### src/sma_pkg.sv
// ----------------------------------------------------------------------------
// sma_pkg
// Shared constants for the simple moving average block.
// ----------------------------------------------------------------------------
`default_nettype none

package sma_pkg;

    // Defaults for the top-level parameters.
    localparam int DefMaxWindow  = 64;
    localparam int DefSampleBits = 16;

    // Window length register.
    localparam int          CFG_W        = 7;
    localparam logic [6:0]  WINDOW_RESET = 7'd8;

endpackage : sma_pkg

`default_nettype wire

### src/sma_cell.sv
// ----------------------------------------------------------------------------
// sma_cell
// One storage cell of the sample ring: takes its neighbour's value when enabled.
// ----------------------------------------------------------------------------
`default_nettype none

module sma_cell #(
    parameter int SAMPLE_BITS = sma_pkg::DefSampleBits
) (
    input  wire logic                   clk,
    input  wire logic                   en,
    input  wire logic [SAMPLE_BITS-1:0] d,
    output logic      [SAMPLE_BITS-1:0] q
);

    logic [SAMPLE_BITS-1:0] q_reg;

    always_ff @(posedge clk)
    begin
        if (en)
        begin
            q_reg <= d;
        end
    end

    assign q = q_reg;

endmodule : sma_cell

`default_nettype wire

### src/sma_div.sv
// ----------------------------------------------------------------------------
// sma_div
// Restoring unsigned divider, one quotient bit per cycle.
// ----------------------------------------------------------------------------
`default_nettype none

module sma_div #(
    parameter int DVD_W = 22,
    parameter int DIV_W = 7
) (
    input  wire logic             clk,
    input  wire logic             rst_n,
    input  wire logic             start,
    input  wire logic [DVD_W-1:0] dividend,
    input  wire logic [DIV_W-1:0] divisor,
    output logic      [DVD_W-1:0] quotient,
    output logic                  done
);

    localparam int CNT_W = $clog2(DVD_W + 1);

    logic [DVD_W-1:0] quo_reg;
    logic [DIV_W-1:0] rem_reg;
    logic [DIV_W-1:0] div_reg;
    logic [CNT_W-1:0] cnt_reg;
    logic             done_reg;
    logic [DIV_W:0]   shifted;
    logic [DIV_W:0]   trial;

    assign shifted = {rem_reg, quo_reg[DVD_W-1]};
    assign trial   = shifted - {1'b0, div_reg};

    always_ff @(posedge clk or negedge rst_n)
    begin
        if (!rst_n)
        begin
            cnt_reg  <= '0;
            done_reg <= 1'b0;
        end
        else
        begin
            done_reg <= 1'b0;
            if (start)
            begin
                cnt_reg <= CNT_W'(DVD_W);
            end
            else if (cnt_reg != '0)
            begin
                cnt_reg <= cnt_reg - 1'b1;
                if (cnt_reg == CNT_W'(1))
                begin
                    done_reg <= 1'b1;
                end
            end
        end
    end

    // The partial remainder always stays below the divisor, so it fits DIV_W bits.
    always_ff @(posedge clk)
    begin
        if (start)
        begin
            quo_reg <= dividend;
            rem_reg <= '0;
            div_reg <= divisor;
        end
        else if (cnt_reg != '0)
        begin
            if (!trial[DIV_W])
            begin
                rem_reg <= trial[DIV_W-1:0];
                quo_reg <= {quo_reg[DVD_W-2:0], 1'b1};
            end
            else
            begin
                rem_reg <= shifted[DIV_W-1:0];
                quo_reg <= {quo_reg[DVD_W-2:0], 1'b0};
            end
        end
    end

    assign quotient = quo_reg;
    assign done     = done_reg;

endmodule : sma_div

`default_nettype wire

### src/simple_moving_average.sv
// ----------------------------------------------------------------------------
// simple_moving_average
// Mean of the most recent window_length samples, truncated toward zero.
// ----------------------------------------------------------------------------
// Each sample transfer shifts the sample into a ring of MAX_WINDOW cells. The
// ring then rotates once all the way round, one cell per cycle, and the tail
// cell is added into an accumulator whenever it holds one of the newest
// fill-count samples; the sum is then divided by the fill count in a serial
// divider that yields one quotient bit per cycle. The next sample is taken only
// once the previous one has gone through the ring and the divider. A finished
// average waits in the output register while the next sample is taken. Before
// the window is full the mean covers the samples seen so far. A window length of
// zero means 8, and lengths above MAX_WINDOW are clipped to it; shrinking the
// window drops the oldest samples, growing it keeps the history. A window
// length write is only taken while no sample is being worked on, and it goes
// ahead of a sample that is offered in the same cycle.
// ----------------------------------------------------------------------------
`default_nettype none

module simple_moving_average #(
    parameter int MAX_WINDOW  = sma_pkg::DefMaxWindow,
    parameter int SAMPLE_BITS = sma_pkg::DefSampleBits
) (
    input  wire logic                                 clk,
    input  wire logic                                 rst_n,
    // Sample stream. tdata: sample [SAMPLE_BITS-1:0], zero padding above.
    input  wire logic                                 s_tvalid,
    output logic                                      s_tready,
    input  wire logic [((SAMPLE_BITS + 7) / 8)*8-1:0] s_tdata,
    // Average stream. tdata: average [SAMPLE_BITS-1:0], zero padding above.
    output logic                                      m_tvalid,
    input  wire logic                                 m_tready,
    output logic      [((SAMPLE_BITS + 7) / 8)*8-1:0] m_tdata,
    // Window length register.
    input  wire logic                                 cfg_valid,
    output logic                                      cfg_ready,
    input  wire logic [sma_pkg::CFG_W-1:0]            cfg_data
);

    localparam int DATA_W = ((SAMPLE_BITS + 7) / 8) * 8;
    localparam int IDX_W  = $clog2(MAX_WINDOW);
    localparam int CNT_W  = $clog2(MAX_WINDOW + 1);
    localparam int SUM_W  = SAMPLE_BITS + IDX_W;
    localparam int NW     = ((CNT_W > sma_pkg::CFG_W) ? CNT_W : sma_pkg::CFG_W) + 1;

    typedef enum logic [2:0] {
        ST_IDLE,
        ST_ROT,
        ST_DIVS,
        ST_DIVW,
        ST_OUT
    } state_t;

    state_t                   state_reg;
    logic [sma_pkg::CFG_W-1:0] win_reg;
    logic [CNT_W-1:0]         fill_reg;
    logic [IDX_W-1:0]         rot_reg;
    logic signed [SUM_W-1:0]  acc_reg;
    logic                     neg_reg;
    logic                     m_tvalid_reg;
    logic [SAMPLE_BITS-1:0]   m_data_reg;

    logic                     accept;
    logic                     rotating;
    logic                     cell_en;
    logic [SAMPLE_BITS-1:0]   cell_q [MAX_WINDOW];
    logic [SAMPLE_BITS-1:0]   tail;
    logic signed [SUM_W-1:0]  tail_ext;
    logic                     tail_in_window;
    logic [CNT_W-1:0]         n_cur;
    logic [CNT_W-1:0]         n_cfg;
    logic [SUM_W-1:0]         magnitude;
    logic [SUM_W-1:0]         quotient;
    logic [SUM_W-1:0]         signed_quo;
    logic                     div_start;
    logic                     div_done;

    // Effective window: zero means the reset length, and the top end is clipped.
    function automatic logic [CNT_W-1:0] eff_window(input logic [sma_pkg::CFG_W-1:0] w);
        logic [NW-1:0] n;
        begin
            n = (w == '0) ? NW'(sma_pkg::WINDOW_RESET) : NW'(w);
            if (n > NW'(MAX_WINDOW))
            begin
                n = NW'(MAX_WINDOW);
            end
            return n[CNT_W-1:0];
        end
    endfunction

    assign n_cur     = eff_window(win_reg);
    assign n_cfg     = eff_window(cfg_data);
    assign s_tready  = (state_reg == ST_IDLE) && !cfg_valid;
    assign cfg_ready = (state_reg == ST_IDLE);
    assign accept    = s_tvalid && s_tready;
    assign rotating  = (state_reg == ST_ROT);
    assign cell_en   = accept || rotating;

    // Ring of cells: cell 0 holds the newest sample after a transfer.
    genvar k;
    generate
        for (k = 0; k < MAX_WINDOW; k++)
        begin : g_cell
            if (k == 0)
            begin : g_head
                sma_cell #(
                    .SAMPLE_BITS (SAMPLE_BITS)
                ) u_cell (
                    .clk (clk),
                    .en  (cell_en),
                    .d   (rotating ? cell_q[MAX_WINDOW-1] : s_tdata[SAMPLE_BITS-1:0]),
                    .q   (cell_q[k])
                );
            end
            else
            begin : g_body
                sma_cell #(
                    .SAMPLE_BITS (SAMPLE_BITS)
                ) u_cell (
                    .clk (clk),
                    .en  (cell_en),
                    .d   (cell_q[k-1]),
                    .q   (cell_q[k])
                );
            end
        end
    endgenerate

    // At rotation step j the tail holds what sat in cell MAX_WINDOW-1-j; it
    // belongs to the window when that index is below the fill count.
    assign tail           = cell_q[MAX_WINDOW-1];
    assign tail_ext       = {{(SUM_W-SAMPLE_BITS){tail[SAMPLE_BITS-1]}}, tail};
    assign tail_in_window = ((CNT_W+1)'(rot_reg) + (CNT_W+1)'(fill_reg))
                            >= (CNT_W+1)'(MAX_WINDOW);

    assign magnitude  = acc_reg[SUM_W-1] ? SUM_W'(-acc_reg) : SUM_W'(acc_reg);
    assign div_start  = (state_reg == ST_DIVS);
    assign signed_quo = neg_reg ? (~quotient + 1'b1) : quotient;

    sma_div #(
        .DVD_W (SUM_W),
        .DIV_W (CNT_W)
    ) u_div (
        .clk      (clk),
        .rst_n    (rst_n),
        .start    (div_start),
        .dividend (magnitude),
        .divisor  (fill_reg),
        .quotient (quotient),
        .done     (div_done)
    );

    always_ff @(posedge clk or negedge rst_n)
    begin
        if (!rst_n)
        begin
            state_reg    <= ST_IDLE;
            win_reg      <= sma_pkg::WINDOW_RESET;
            fill_reg     <= '0;
            rot_reg      <= '0;
            acc_reg      <= '0;
            neg_reg      <= 1'b0;
            m_tvalid_reg <= 1'b0;
            m_data_reg   <= '0;
        end
        else
        begin
            if (m_tvalid_reg && m_tready)
            begin
                m_tvalid_reg <= 1'b0;
            end

            if (cfg_valid && cfg_ready)
            begin
                win_reg <= cfg_data;
                if (fill_reg > n_cfg)
                begin
                    fill_reg <= n_cfg;
                end
            end

            case (state_reg)
                ST_IDLE:
                begin
                    if (accept)
                    begin
                        if (fill_reg < n_cur)
                        begin
                            fill_reg <= fill_reg + 1'b1;
                        end
                        rot_reg   <= '0;
                        acc_reg   <= '0;
                        state_reg <= ST_ROT;
                    end
                end
                ST_ROT:
                begin
                    if (tail_in_window)
                    begin
                        acc_reg <= acc_reg + tail_ext;
                    end
                    rot_reg <= rot_reg + 1'b1;
                    if (rot_reg == IDX_W'(MAX_WINDOW - 1))
                    begin
                        state_reg <= ST_DIVS;
                    end
                end
                ST_DIVS:
                begin
                    neg_reg   <= acc_reg[SUM_W-1];
                    state_reg <= ST_DIVW;
                end
                ST_DIVW:
                begin
                    if (div_done)
                    begin
                        state_reg <= ST_OUT;
                    end
                end
                ST_OUT:
                begin
                    if (!m_tvalid_reg || m_tready)
                    begin
                        m_tvalid_reg <= 1'b1;
                        m_data_reg   <= signed_quo[SAMPLE_BITS-1:0];
                        state_reg    <= ST_IDLE;
                    end
                end
                default:
                begin
                    state_reg <= ST_IDLE;
                end
            endcase
        end
    end

    assign m_tvalid = m_tvalid_reg;
    assign m_tdata  = DATA_W'(m_data_reg);

    // A sample transfer always starts the rotation.
    a_accept_starts: assert property (@(posedge clk) disable iff (!rst_n)
        accept |=> (state_reg == ST_ROT))
        else $error("sample transfer did not start the ring rotation");

    // The fill count never exceeds the ring depth.
    a_fill_bound: assert property (@(posedge clk) disable iff (!rst_n)
        fill_reg <= CNT_W'(MAX_WINDOW))
        else $error("fill count beyond ring depth");

    // The divider only ever runs with at least one stored sample.
    a_div_nonzero: assert property (@(posedge clk) disable iff (!rst_n)
        div_start |-> (fill_reg != '0))
        else $error("divide started with zero fill count");

    // The divider finishes only while the control waits for it.
    a_done_state: assert property (@(posedge clk) disable iff (!rst_n)
        div_done |-> (state_reg == ST_DIVW))
        else $error("divider finished outside its wait state");

endmodule : simple_moving_average

`default_nettype wire
### config.mk
export PLATFORM = sky130hd
export DESIGN_NAME = simple_moving_average
export DESIGN_NICKNAME = d
export VERILOG_FILES = /design/src/sma_pkg.sv /design/src/sma_cell.sv /design/src/sma_div.sv /design/src/simple_moving_average.sv
export SDC_FILE = /design/constraint.sdc
export NUM_CORES = 1
export LEC_CHECK = 0
export BUFFER_PORTS_ARGS = -buffer_cell sky130_fd_sc_hd__buf_2
export CAP_MARGIN = 20
export CORE_MARGIN = 4
export CORE_UTILIZATION = 46
export CTS_BUF_LIST = sky130_fd_sc_hd__clkbuf_8
export CTS_CLUSTER_DIAMETER = 150
export DETAILED_ROUTE_END_ITERATION = 16
export GPL_TIMING_DRIVEN = 0
export PLACE_DENSITY = 0.6
export SYNTH_ARGS = -nofsm -noshare
export SYNTH_HDL_FRONTEND = slang
export SYNTH_HIERARCHICAL = 1
export SYNTH_SLANG_ARGS = --single-unit
### constraint.sdc
create_clock -name clk -period 52.3 [get_ports clk]
set_input_delay 5.23 -clock clk [delete_from_list [all_inputs] [get_ports clk]]
set_output_delay 5.23 -clock clk [all_outputs]
set_load 0.02 [all_outputs]
# Word level (Yosys, flattened, before mapping)
# Cells that the tools add are included.
classes:
  addsub: 8
  order_cmp: 5
  n_eq_ne: 11
  mux: 34
  bitwise: 1
  n_reduce_logical: 18
op_table:
  columns: ["cell", "count"]
  rows:
  - ["two-way mux 22 bit", 5]
  - ["two-way mux 7 bit", 10]
  - ["one-hot mux 22 bit (2 select lines)", 1]
  - ["two-way mux 16 bit", 2]
  - ["adder 22 x 16 -> 22 bit", 1]
  - ["negation 22 bit", 1]
  - ["adder 16 x 1 -> 16 bit, second input constant", 1]
  - ["NOT 16 bit", 1]
  - ["one-hot mux 3 bit (5 select lines)", 1]
  - ["greater-than comparator 7 bit, second input constant", 2]
  - ["logical NOT 7 bit", 2]
  - ["two-way mux 3 bit", 4]
  - ["one-hot mux 6 bit (2 select lines)", 1]
  - ["two-way mux 5 bit", 2]
  - ["adder 6 x 7 -> 8 bit", 1]
  - [">= comparator 8 x 7 -> 1 bit, second input constant", 1]
  - ["!= test 2 x 1 -> 1 bit, second input constant", 4]
  - ["subtractor 8 x 7 -> 8 bit", 1]
  - ["adder 7 x 1 -> 7 bit, second input constant", 1]
  - ["greater-than comparator 7 bit", 1]
  - ["less-than comparator 7 bit", 1]
  - ["two-way mux 1 bit", 7]
  - ["adder 6 x 1 -> 6 bit, second input constant", 1]
  - ["equality test 3 x 2 -> 1 bit, second input constant", 2]
  - ["16 further kinds", 23]
word_totals:
  regBits: 1129
  inputBits: 28
  word_cells: 154

# Depth between registers and ports, before layout
# Gate-level depths: netlist of run 1.
depth:
  ltp_word: 10
  ltp_mapped: 11
  ltp_nobuf: 11

# By module
# The synthesis of run 1 kept the hierarchy.
modules_own_cells:
  columns: ["mod", "instances", "cells_each", "area_each_um2"]
  rows:
  - ["sma_cell", 64, 16, 480.5]
  - ["simple_moving_average", 1, 605, 5027.3]
  - ["sma_div", 1, 171, 2125.8]

# Least setup slack after synthesis of run 1
# No wires, ideal clock.
synth_timing:
  path_kind: "input port to flip-flop"
  startpoint: "in s_tvalid"
  endpoint: "reg acc_reg[17]"
  arrival_ns: 30.056
  slack_ns: 22.061
  stages: 5
  n_path_buf: 0
  cell_sequence: "nor2b_1 > o21ai_0 > inv_1 > o21ai_1 > o41ai_1"
synth_between:
  elab_chain_len: 3
synth_rtl:
  columns: ["item", "line", "rtl"]
  rows:
  - ["from (decl)", "simple_moving_average.sv:27", "input wire logic s_tvalid,"]
  - ["logical AND 1 bit", "simple_moving_average.sv:95", "assign accept = s_tvalid && s_tready;"]
  - ["!= test 2 x 1 -> 1 bit (no source line)", null, null]
  - ["AND reduction 3 bit (no source line)", null, null]
  - ["to (signal assigned)", "simple_moving_average.sv:200", "acc_reg <= acc_reg + tail_ext;"]
  - ["to (decl)", "simple_moving_average.sv:58", "logic signed [SUM_W-1:0] acc_reg;"]
# Every way passes these cells.
# A chain may end at the register's enable or synchronous reset.

# Final worst setup path of run 1
layout_timing:
  startpoint: "in cfg_valid"
  endpoint: "out s_tready"
layout_between:
  elab_chain_len: 2
layout_rtl:
  columns: ["item", "line", "rtl"]
  rows:
  - ["from (decl)", "simple_moving_average.sv:35", "input wire logic cfg_valid,"]
  - ["logical NOT 1 bit", "simple_moving_average.sv:93", "assign s_tready = (state_reg == ST_IDLE) && !cfg_valid;"]
  - ["logical AND 1 bit", "simple_moving_average.sv:93", null]
  - ["to (decl)", "simple_moving_average.sv:28", "output logic s_tready,"]
# Every way passes these cells.

==> results.md, run 1 <==
- Worst Tran Pin Value: 1.05 ns
- Final HPWL DP: 29.5 mm
- FF-to-FF path depth: 9
- Power per Cell Area: 63.5 mW/mm²
- CTS root buffer: clkbuf_8
- Yosys top cell by area: edfxtp_1
- Die Area: 0.0871 mm²
- Die Y: 295 µm
- Clk pwr share: 24.2%
- Combinational power share: 16.5%
- Status: finished, final reports clean
- Crit-path leading delay family: buffers and inverters
- Total GRT Usage: 12.8%
- Global-route wire length before repair: 88.5 mm
- Worst R2R Setup Slack: 47.23 ns
- Util after Layout: 52.4%
- Crit. path cell count: 3
- Core area: 0.0818 mm²
- Critical Path Start: cfg_valid
- Clk buf depth: 3
- Initial antenna violation count: 3
- Final cell count without fillers: 3235
- Initial DRC count: 1144
- Routability cong.: 0.804
- Fillers: 6389
- Critical R2R Launch: state_reg[0]$_DFFE_PN0P_
- Clock Latency Late Sink: 0.78 ns
- Leak: 14.9 nW
- Slowest cell on crit path: nor4_1
- Tot Pwr: 0.00272 W
- #FFs+latches synth: 1129
- DR DRC count: 0
- Unrepaired setup endpoints after global routing: no
- Cell variety after synth: 79
- Final Max Tran Viols: 0
- Die W: 295 µm
- CTS tree: done
- Post CTS Setup Buffer Count: 0
- Yosys warns: 6
- Critical Path AT: 5.90 ns
- Port buffer count: 46
- Rel. slew slack: 29.0%
- Cell mode on critical path: buf_2
- Max incr delay on CP: 0.30 ns
- Vias per cell: 4.96
- Routed wire length: 54.8 mm
- Number of synthesized flops with an enable pin: 1053
- Commonest non-fill, non-tap cell in the layout: edfxtp_1
- CP endpoint kind: primary output
- Minimum clock period: 11.13 ns
- Hold_buf cts: 0
- Final hold viol count: 0
- Buf/Inv on CP: 2
- Global route overflow: 0
- Top_reg_cell synth: edfxtp_1
- Nets: 2115
- Drt pass-1 iters: 5
- CP Data Required Time: 47.07 ns
- Largest net degree at the start of global routing: 149
- Final setup fails: 0
- Post-Syn Nets: 1884
- H-tree depth: 4
- Wire per inst: 16.9 µm
- Sequential cell area fraction in the yosys report: 88.4%
- Mapped Cells: 1800
- Vias in the first global route: 16200
- NetSw: 0.000755 W
- Final Cycle Share: 21.3%
- Int Pwr: 0.00197 W
- Sequential power share: 59.2%
- Most frequent cells in the layout: 1053 x edfxtp_1, 185 x clkbuf_8, 152 x nand2_1, 90 x inv_1, 68 x dfrtp_1
- Async SR Flop Fraction: 6.11%
- Placed insts: 2925
- Number of max-cap violations: 0
- Initial core utilization: 46.3%
- Clk_skew: 0.0314 ns
- IO Count: 47
- Worst-path clk slew: 0.06 ns
- RR Endpoint: g_cell[24].g_body.u_cell/q[9]$_DFFE_PP_
- Mapped Area: 0.0379 mm²
- Sw frac: 27.7%
- Peak Freq: 0.0899 GHz
- Peak supply drop: 0.0341 mV
- Layout Area Growth over Synthesis: 13.2%
- Maximum fanout along the worst path: 3
- Post-route setup TNS: 0 ns
- Setup CP Type: input pin to primary output
- Layout cells sized above 1: 15.0%
- ANT nets after route: 0
- Post-synth top area share: 83.4%
- Num Clock Sinks: 1129
- Crit path capture: s_tready
- Post-CTS Resized: 0
- Top cells by area, synth: edfxtp_1 83%, dfrtp_1 4.5%, ha_1 1.7%
- Worst-path cell chain: buf_2, nor4_1, buf_2
- CP Launch Type: input pin
- Clock buffer count from CTS: 174
- Row cnt: 105
- DR vias: 16100
- HP Class: flip-flop to flip-flop
- Avg Inst Size Synth: 21.1 µm²
- Largest register FFs: 1008
## how the worst min path moves through the flow
stage,start,to,slack [ns],depth (start not counted)
after detailed placement,g_cell[11].g_body.u_cell/q[10]$_DFFE_PP_,g_cell[12].g_body.u_cell/q[10]$_DFFE_PP_,0.40,0
final,g_cell[4].g_body.u_cell/q[9]$_DFFE_PP_,g_cell[5].g_body.u_cell/q[9]$_DFFE_PP_,0.39,0
after global placement,g_cell[62].g_body.u_cell/q[0]$_DFFE_PP_,g_cell[63].g_body.u_cell/q[0]$_DFFE_PP_,0.40,0
after global routing,g_cell[14].g_body.u_cell/q[15]$_DFFE_PP_,g_cell[15].g_body.u_cell/q[15]$_DFFE_PP_,0.40,0
after CTS,g_cell[13].g_body.u_cell/q[9]$_DFFE_PP_,g_cell[14].g_body.u_cell/q[9]$_DFFE_PP_,0.39,0
after floorplan,g_cell[9].g_body.u_cell/q[0]$_DFFE_PP_,g_cell[10].g_body.u_cell/q[0]$_DFFE_PP_,0.40,0
## stage by stage
stage	worst slack [ns]	instance area, µm²	hold WS [ns]
after global routing	41.18	42900	0.401
after detailed placement	41.22	39700	0.405
after CTS	41.22	42900	0.388
after floorplan	22.06	37900	0.400
final	41.17	42900	0.392
after global placement	12.26	39500	0.402
## power by group through the flow
stage	clock network, W	registers [W]	logic [W]
after floorplan	0	0.00185	0.000331
after global routing	0.000735	0.00165	0.000506
after CTS	0.000690	0.00163	0.000457
final	0.000660	0.00161	0.000450
after detailed placement	0	0.00163	0.000455
after global placement	0	0.00198	0.000422
## metal layers
metal	up-vias	share of wire, %	global-route usage (%)
met5	-	0	0
met4	0	3.2	5.60
met3	128	4.9	3.73
met2	339	43	17.5
met1	8061	49	19.4
li1	7533	-	-
## logic make-up (layout without fill, tap and decap cells)
family | after synthesis | count (layout) | share of synthesized area (%)
and+or+nand+nor | 268 | 268 | 3.27
other | 0 | 1 | 0
muxes | 34 | 34 | 1.00
adders and majority gates | 56 | 56 | 1.91
AOI/OAI and AO/OA | 198 | 198 | 3.57
DFF | 1129 | 1129 | 88.4
buffers and inverters | 60 | 424 | 0.621
xor gates and xnor gates | 55 | 55 | 1.27
## worst reg2reg max path, delay by kind of cell, from the launching register on
family / cells / cell delay (ns)
buffers and inverters: 8 / 3.75
AOI/OAI and AO/OA: 1 / 0.46
DFF: 1 / 0.38
## area by class of cell
type                            count  area [µm²]  share of cell area, %
Inverter                           33         131                  0.306
Tap cell                         1070        1340                   3.12
Timing Repair Buffer               55         480                   1.12
Multi-Input combinational cell    611        4180                   9.74
Sequential cell                  1129       33500                   78.1
Clock buffer                      185        2550                   5.94
Buffer                             27         111                  0.260
Antenna cell                        1        2.50                0.00583
Clock inverter                    124         613                   1.43
## cells in the mapped netlist (4+ instances only)
master and instances:
nor2_1 31, nand4_1 13, a31oi_1 4, o31ai_1 16
o211ai_1 9, a21oi_1 36, a21o_1 10, nor4_1 5
a211oi_1 6, ha_1 53, dfxtp_1 7, nor2b_1 8
o21a_1 5, xor2_1 25, nand3_1 12, inv_1 32
dfrtp_1 68, nand2b_1 7, nor3_1 9, or4_1 5
edfxtp_1 1053, clkbuf_1 24, xnor2_1 30, or3_1 4
mux2_2 30, nand2_1 152, o41ai_1 4, o21ai_0 58
a22o_1 8
Power figures use the tool's default switching activity.
==> run 2, diff against run 1 <==
--- a/config.mk
+++ b/config.mk
@@ -13,7 +13,7 @@
 export CTS_CLUSTER_DIAMETER = 150
 export DETAILED_ROUTE_END_ITERATION = 16
 export GPL_TIMING_DRIVEN = 0
-export PLACE_DENSITY = 0.6
+export PLACE_DENSITY = 0.63
 export SYNTH_ARGS = -nofsm -noshare
 export SYNTH_HDL_FRONTEND = slang
 export SYNTH_HIERARCHICAL = 1
==> constraint.sdc (replaced) <==
create_clock -name clk -period 9.6 [get_ports clk]
set_input_delay 0.96 -clock clk [delete_from_list [all_inputs] [get_ports clk]]
set_output_delay 0.96 -clock clk [all_outputs]
set_load 0.02 [all_outputs]
==> results.md, run 2 (synthesis results as in run 1) <==
- Status: finished, final reports clean
- Clk buf depth: 3 (unchanged)
- Setup CP Type: flip-flop to flip-flop
- Peak Freq: 0.256 GHz
- Largest register FFs: 1008 (unchanged)
- Clock buffer count from CTS: 172 (-1.1%)
- H-tree depth: 4 (unchanged)
- CTS tree: done
- Final Cycle Share: 40.6%
- Final hold viol count: 0 (unchanged)
- Global-route wire length before repair: 89.0 mm (+0.57%)
- CTS root buffer: clkbuf_8
- Die W: 295 µm (unchanged)
- Final Max Tran Viols: 0 (unchanged)
- Layout cells sized above 1: 15.8% (+0.82 points)
- Clock Latency Late Sink: 0.81 ns (+0.03 ns)
- Num Clock Sinks: 1129 (unchanged)
- Worst R2R Setup Slack: 5.70 ns (-41.53 ns)
- Critical R2R Launch: state_reg[2]$_DFFE_PN0P_
- Clk_skew: 0.0380 ns (+0.00664 ns)
- Post-route setup TNS: 0 ns (unchanged)
- RR Endpoint: g_cell[33].g_body.u_cell/q[15]$_DFFE_PP_
- Largest net degree at the start of global routing: 56 (-62%)
- Rel. slew slack: 33.2% (+4.3 points)
- Die Area: 0.0871 mm² (unchanged)
- Initial DRC count: 1053 (-8.0%)
- Global route overflow: 0 (unchanged)
- Worst-path clk slew: 0.06 ns (about the same)
- Power per Cell Area: 348 mW/mm² (+450%)
- DR DRC count: 0 (unchanged)
- HP Class: flip-flop to flip-flop
- Final instance area: 0.0433 mm² (+0.85%)
- Routed wire length: 54.8 mm (about the same)
- Total GRT Usage: 13.0% (+0.13 points)
- Post CTS Setup Buffer Count: 0 (unchanged)
- Crit path capture: g_cell[33].g_body.u_cell/q[15]$_DFFE_PP_
- FF-to-FF path depth: 11 (+2)
- Peak supply drop: 0.146 mV (+330%)
- ANT nets after route: 0 (unchanged)
- Core area: 0.0818 mm² (unchanged)
- Tot Pwr: 0.0150 W (+450%)
- Unrepaired setup endpoints after global routing: no
- Worst Tran Pin Value: 0.994 ns (-0.0609 ns)
- Row cnt: 105 (unchanged)
- CP Data Required Time: 10.07 ns (-37.00 ns)
- Layout Area Growth over Synthesis: 14.1%
- Nets: 2130 (+0.71%)
- Placed inst area: 0.0400 mm² (+0.72%)
- Critical Path AT: 4.37 ns (-1.53 ns)
- Critical Path Start: state_reg[2]$_DFFE_PN0P_
- Initial core utilization: 46.3% (unchanged)
- Minimum clock period: 3.90 ns
- Worst hold margin: 0.386 ns (-0.00665 ns)
- Port buffer count: 46 (unchanged)
- Maximum fanout along the worst path: 49 (+46)
- Drt pass-1 iters: 5 (unchanged)
- DR vias: 16100 (+0.19%)
- Wire per inst: 16.8 µm (-0.62%)
- Commonest non-fill, non-tap cell in the layout: edfxtp_1
- Final setup fails: 0 (unchanged)
- Vias in the first global route: 16200 (+0.049%)
- Leak: 15.1 nW (+1.2%)
- Final HPWL DP: 30.7 mm (+4.2%)
- CP endpoint kind: flip-flop
- Most frequent cells in the layout: 1053 x edfxtp_1, 178 x clkbuf_8, 152 x nand2_1, 91 x inv_1, 68 x dfrtp_1
- IO Count: 47 (unchanged)
- CP Launch Type: flip-flop
- Vias per cell: 4.94 (-0.49%)
- Routability cong.: 0.804 (about the same)
- Number of max-cap violations: 0 (unchanged)
- Initial antenna violation count: 3 (unchanged)
- Die Y: 295 µm (unchanged)
[run 2: cell types whose count changed in the layout (fill, tap and decap cells not counted), sizes merged, moves of 2 or more]
cell,delta
bufinv,+3
clkbuf,-7
buf,+16
clkinv,+3
clkinvlp,+2
inv,+3
[run 2: worst min-delay path by stage]
stage | startpoint | end | depth (start not counted)
final | g_cell[25].g_body.u_cell/q[9]$_DFFE_PP_ | g_cell[26].g_body.u_cell/q[9]$_DFFE_PP_ | 0
after global routing | cfg_data[4] | win_reg[4]$_DFFE_PN0P_ | 2
after CTS | cfg_data[4] | win_reg[4]$_DFFE_PN0P_ | 2
after detailed placement | g_cell[10].g_body.u_cell/q[4]$_DFFE_PP_ | g_cell[11].g_body.u_cell/q[4]$_DFFE_PP_ | 0
after global placement | g_cell[38].g_body.u_cell/q[10]$_DFFE_PP_ | g_cell[39].g_body.u_cell/q[10]$_DFFE_PP_ | 0
after floorplan | g_cell[9].g_body.u_cell/q[0]$_DFFE_PP_ | g_cell[10].g_body.u_cell/q[0]$_DFFE_PP_ | 0
[run 2: per-stage QoR]
stage                     setup WS, ns  utilization, %  instances
after floorplan                  -8.48               -       1800
after global placement          -15.21            48.3       2916
after detailed placement          5.19            48.9       2941
after CTS                         5.66            52.8       3255
after global routing              5.35            52.8       3257
final                             5.70            52.8       3257
[run 2: layout make-up]
| class | instances | area [µm²] |
|---|---|---|
| diodes | 2 | 5.00 |
| multi-input cells | 611 | 4200 |
| inverters | 33 | 128 |
| well taps | 1070 | 1340 |
| clock buffers | 178 | 2450 |
| repair buffers | 72 | 758 |
| flip-flops and latches | 1129 | 33500 |
| plain buffers | 27 | 115 |
| clock inverters | 135 | 773 |
| fillers | 6302 | 38600 |
[run 2: power by group]
part | leakage (nW) | switching (W) | internal [W]
registers | 10.8 | 0.000675 | 0.00809
clock network | 1.87 | 0.00183 | 0.00186
logic | 2.35 | 0.00170 | 0.000897
[run 2: routing by layer]
layer	global-route usage, %	part of all wire (%)	vias up	wire (µm)
li1	-	-	7562	-
met1	19.8	50	8056	27400
met2	17.5	42	337	22900
met3	3.59	5.3	136	2880
met4	5.74	3.0	0	1660
met5	0	0	-	0
[run 2: what timing repair did]
action	in CTS	in global routing
hold buffers	1	0
gates resized for setup	0	0
hold endpoints to repair	13	0
[run 2: worst max-delay path, stage by stage, from the launching register on]
cell	delay, ns
dfrtp_1	0.35
clkbuf_1	0.18
nor2_1	0.28
o21ai_4	0.14
clkinvlp_4	0.58
buf_12	0.29
buf_12	0.25
buf_12	0.28
buf_12	0.28
buf_12	0.27
buf_12	0.28
buf_12	0.30
==> run 3, diff against run 2 <==
==> constraint.sdc (replaced) <==
create_clock -name clk -period 3.3 [get_ports clk]
set_input_delay 0.33 -clock clk [delete_from_list [all_inputs] [get_ports clk]]
set_output_delay 0.33 -clock clk [all_outputs]
set_load 0.02 [all_outputs]
==> results.md, run 3 (synthesis results as in run 1) <==
- Status: finished, final reports clean
- RR Endpoint: acc_reg[1]$_DFFE_PN0P_
- Crit path capture: acc_reg[1]$_DFFE_PN0P_
- CTS tree: done
- Clock Latency Late Sink: 0.80 ns (about the same)
- Area of the multi-input gates: 0.00421 mm² (+0.18%)
- Final setup margin: 0.198 ns (-5.50 ns)
- H-tree depth: 4 (unchanged)
- Crit. path cell count: 9 (-2)
- Post-route setup TNS: 0 ns (unchanged)
- Pre-CTS WS: -0.526 ns (-5.72 ns)
- Slowest cell on crit path: dfrtp_1
- Initial antenna violation count: 2 (-1)
- ANT nets after route: 0 (unchanged)
- Max incr delay on CP: 0.55 ns (-0.03 ns)
- Initial DRC count: 1035 (-1.7%)
- Peak supply drop: 0.408 mV (+180%)
- Initial core utilization: 46.3% (unchanged)
- Vias in the first global route: 16200 (+0.043%)
- Unrepaired setup endpoints after global routing: no
- FF-to-FF path depth: 9 (-2)
- Fillers: 6260 (-0.67%)
- Vias per cell: 4.92 (-0.50%)
- Final setup fails: 0 (unchanged)
- Final HPWL DP: 30.7 mm (about the same)
- Final instance area: 0.0435 mm² (+0.48%)
- Die W: 295 µm (unchanged)
- Minimum clock period: 3.10 ns (-0.798 ns)
- Global route overflow: 0 (unchanged)
- DR vias: 16100 (+0.24%)
- Critical Path Start: fill_reg[0]$_DFF_PN0_
- Setup CP Type: flip-flop to flip-flop
- Buf/Inv on CP: 2 (-7)
- Final Cycle Share: 94.0% (+53 points)
- Crit-path leading delay family: compound AO/OA/AOI/OAI gates
- Tot Pwr: 0.0434 W (+190%)
- Worst-path cell chain: ha_1, inv_1, fa_1, nand4bb_1, a211o_1, a221o_1, o21ai_2, clkbuf_1, o21ai_0
- Routed wire length: 55.4 mm (+1.0%)
- Rel. slew slack: 49.9% (+17 points)
- Global-route wire length before repair: 89.2 mm (+0.19%)
- Clk_skew: 0.0406 ns (+0.00258 ns)
- Peak Freq: 0.322 GHz (+26%)
- Sequential Area: 0.0335 mm² (unchanged)
- Number of max-cap violations: 0 (unchanged)
- Worst Tran Pin Value: 0.749 ns (-0.244 ns)
- Worst-path clk slew: 0.06 ns (about the same)
- Commonest non-fill, non-tap cell in the layout: edfxtp_1
- Layout Area Growth over Synthesis: 14.7%
- Critical Path AT: 3.76 ns (-0.61 ns)
- Largest register FFs: 1008 (unchanged)
- Layout cells sized above 1: 15.7% (-0.17 points)
- Clock buffer count from CTS: 170 (-1.2%)
- Drt pass-1 iters: 5 (unchanged)
- CP Data Required Time: 3.95 ns (-6.12 ns)
- CP endpoint kind: flip-flop
- Util after Layout: 53.1% (+0.26 points)
- Maximum fanout along the worst path: 10 (-80%)
- Most frequent cells in the layout: 1053 x edfxtp_1, 173 x clkbuf_8, 152 x nand2_1, 94 x inv_1, 68 x dfrtp_1
- Final hold viol count: 0 (unchanged)
- IO Count: 47 (unchanged)
- Nets: 2157 (+1.3%)
- Total GRT Usage: 13.0% (about the same)
- Core area: 0.0818 mm² (unchanged)
- Clk buf depth: 3 (unchanged)
- CTS root buffer: clkbuf_8
- Num Clock Sinks: 1129 (unchanged)
- Final Max Tran Viols: 0 (unchanged)
- Worst R2R Setup Slack: 0.20 ns (-5.50 ns)
- Largest net degree at the start of global routing: 56 (unchanged)
- CP Launch Type: flip-flop
- Routability cong.: 0.796 (-0.98%)
- Die Y: 295 µm (unchanged)
- Placed inst area: 0.0400 mm² (about the same)
- Wire per inst: 16.9 µm (+0.26%)
- Die Area: 0.0871 mm² (unchanged)
- Leak: 15.1 nW (+0.61%)
- Row cnt: 105 (unchanged)
- DR DRC count: 0 (unchanged)
- Port buffer count: 46 (unchanged)
- Power per Cell Area: 999 mW/mm² (+190%)
- HP Class: input pin to async pin
- Critical R2R Launch: fill_reg[0]$_DFF_PN0_
-- run 3: timing repair --
action	CTS	global route
pin swaps	0	0
resized for setup	2	7
setup buffers	1	0
endpoints found under the setup margin	221	51
hold buffers	27	0
cloned	1	1
endpoints found under the hold margin	102	0
-- run 3: worst min path at each step --
| stage | startpoint | end | slack (ns) | cells past startpoint |
|---|---|---|---|---|
| final | rst_n | win_reg[3]$_DFFE_PN1P_ | 0.11 | 2 |
| after global routing | rst_n | win_reg[3]$_DFFE_PN1P_ | 0.04 | 2 |
| after CTS | rst_n | win_reg[3]$_DFFE_PN1P_ | 0.03 | 2 |
| after detailed placement | rst_n | fill_reg[4]$_DFF_PN0_ | 0.23 | 1 |
| after global placement | g_cell[62].g_body.u_cell/q[0]$_DFFE_PP_ | g_cell[63].g_body.u_cell/q[0]$_DFFE_PP_ | 0.40 | 0 |
| after floorplan | rst_n | acc_reg[0]$_DFFE_PN0P_ | 0.03 | 0 |
-- run 3: per-layer routing --
metal	vias up	global-route usage (%)	share of wire, %
li1	7637	-	-
met1	8047	20.0	51
met2	315	17.6	42
met3	130	3.58	4.5
met4	0	5.15	2.5
met5	-	0	0
-- run 3: area by class of cell --
cell class                 instances  area share (%)
buffer                            27           0.294
antenna                            2          0.0115
tap                             1070            3.08
timing repair buffer             100            2.47
sequential                      1129            77.1
clock inverter                   136            1.66
multi-input combinational        611            9.68
timing repair inverter             1          0.0115
clock buffer                     172            5.45
inverter                          33           0.302
-- run 3: per-stage QoR --
step,hold slack [ns],cells
after global placement,0.403,2916
final,0.110,3281
after CTS,0.0284,3278
after global routing,0.0350,3280
after detailed placement,0.227,2941
after floorplan,0.0344,1800
-- run 3: power by group --
group / switching [W] / internal, W / leakage (nW) / total (W)
registers: 0.00197 / 0.0235 / 10.8 / 0.0255
logic: 0.00491 / 0.00270 / 2.50 / 0.00762
clock network: 0.00534 / 0.00497 / 1.82 / 0.0103
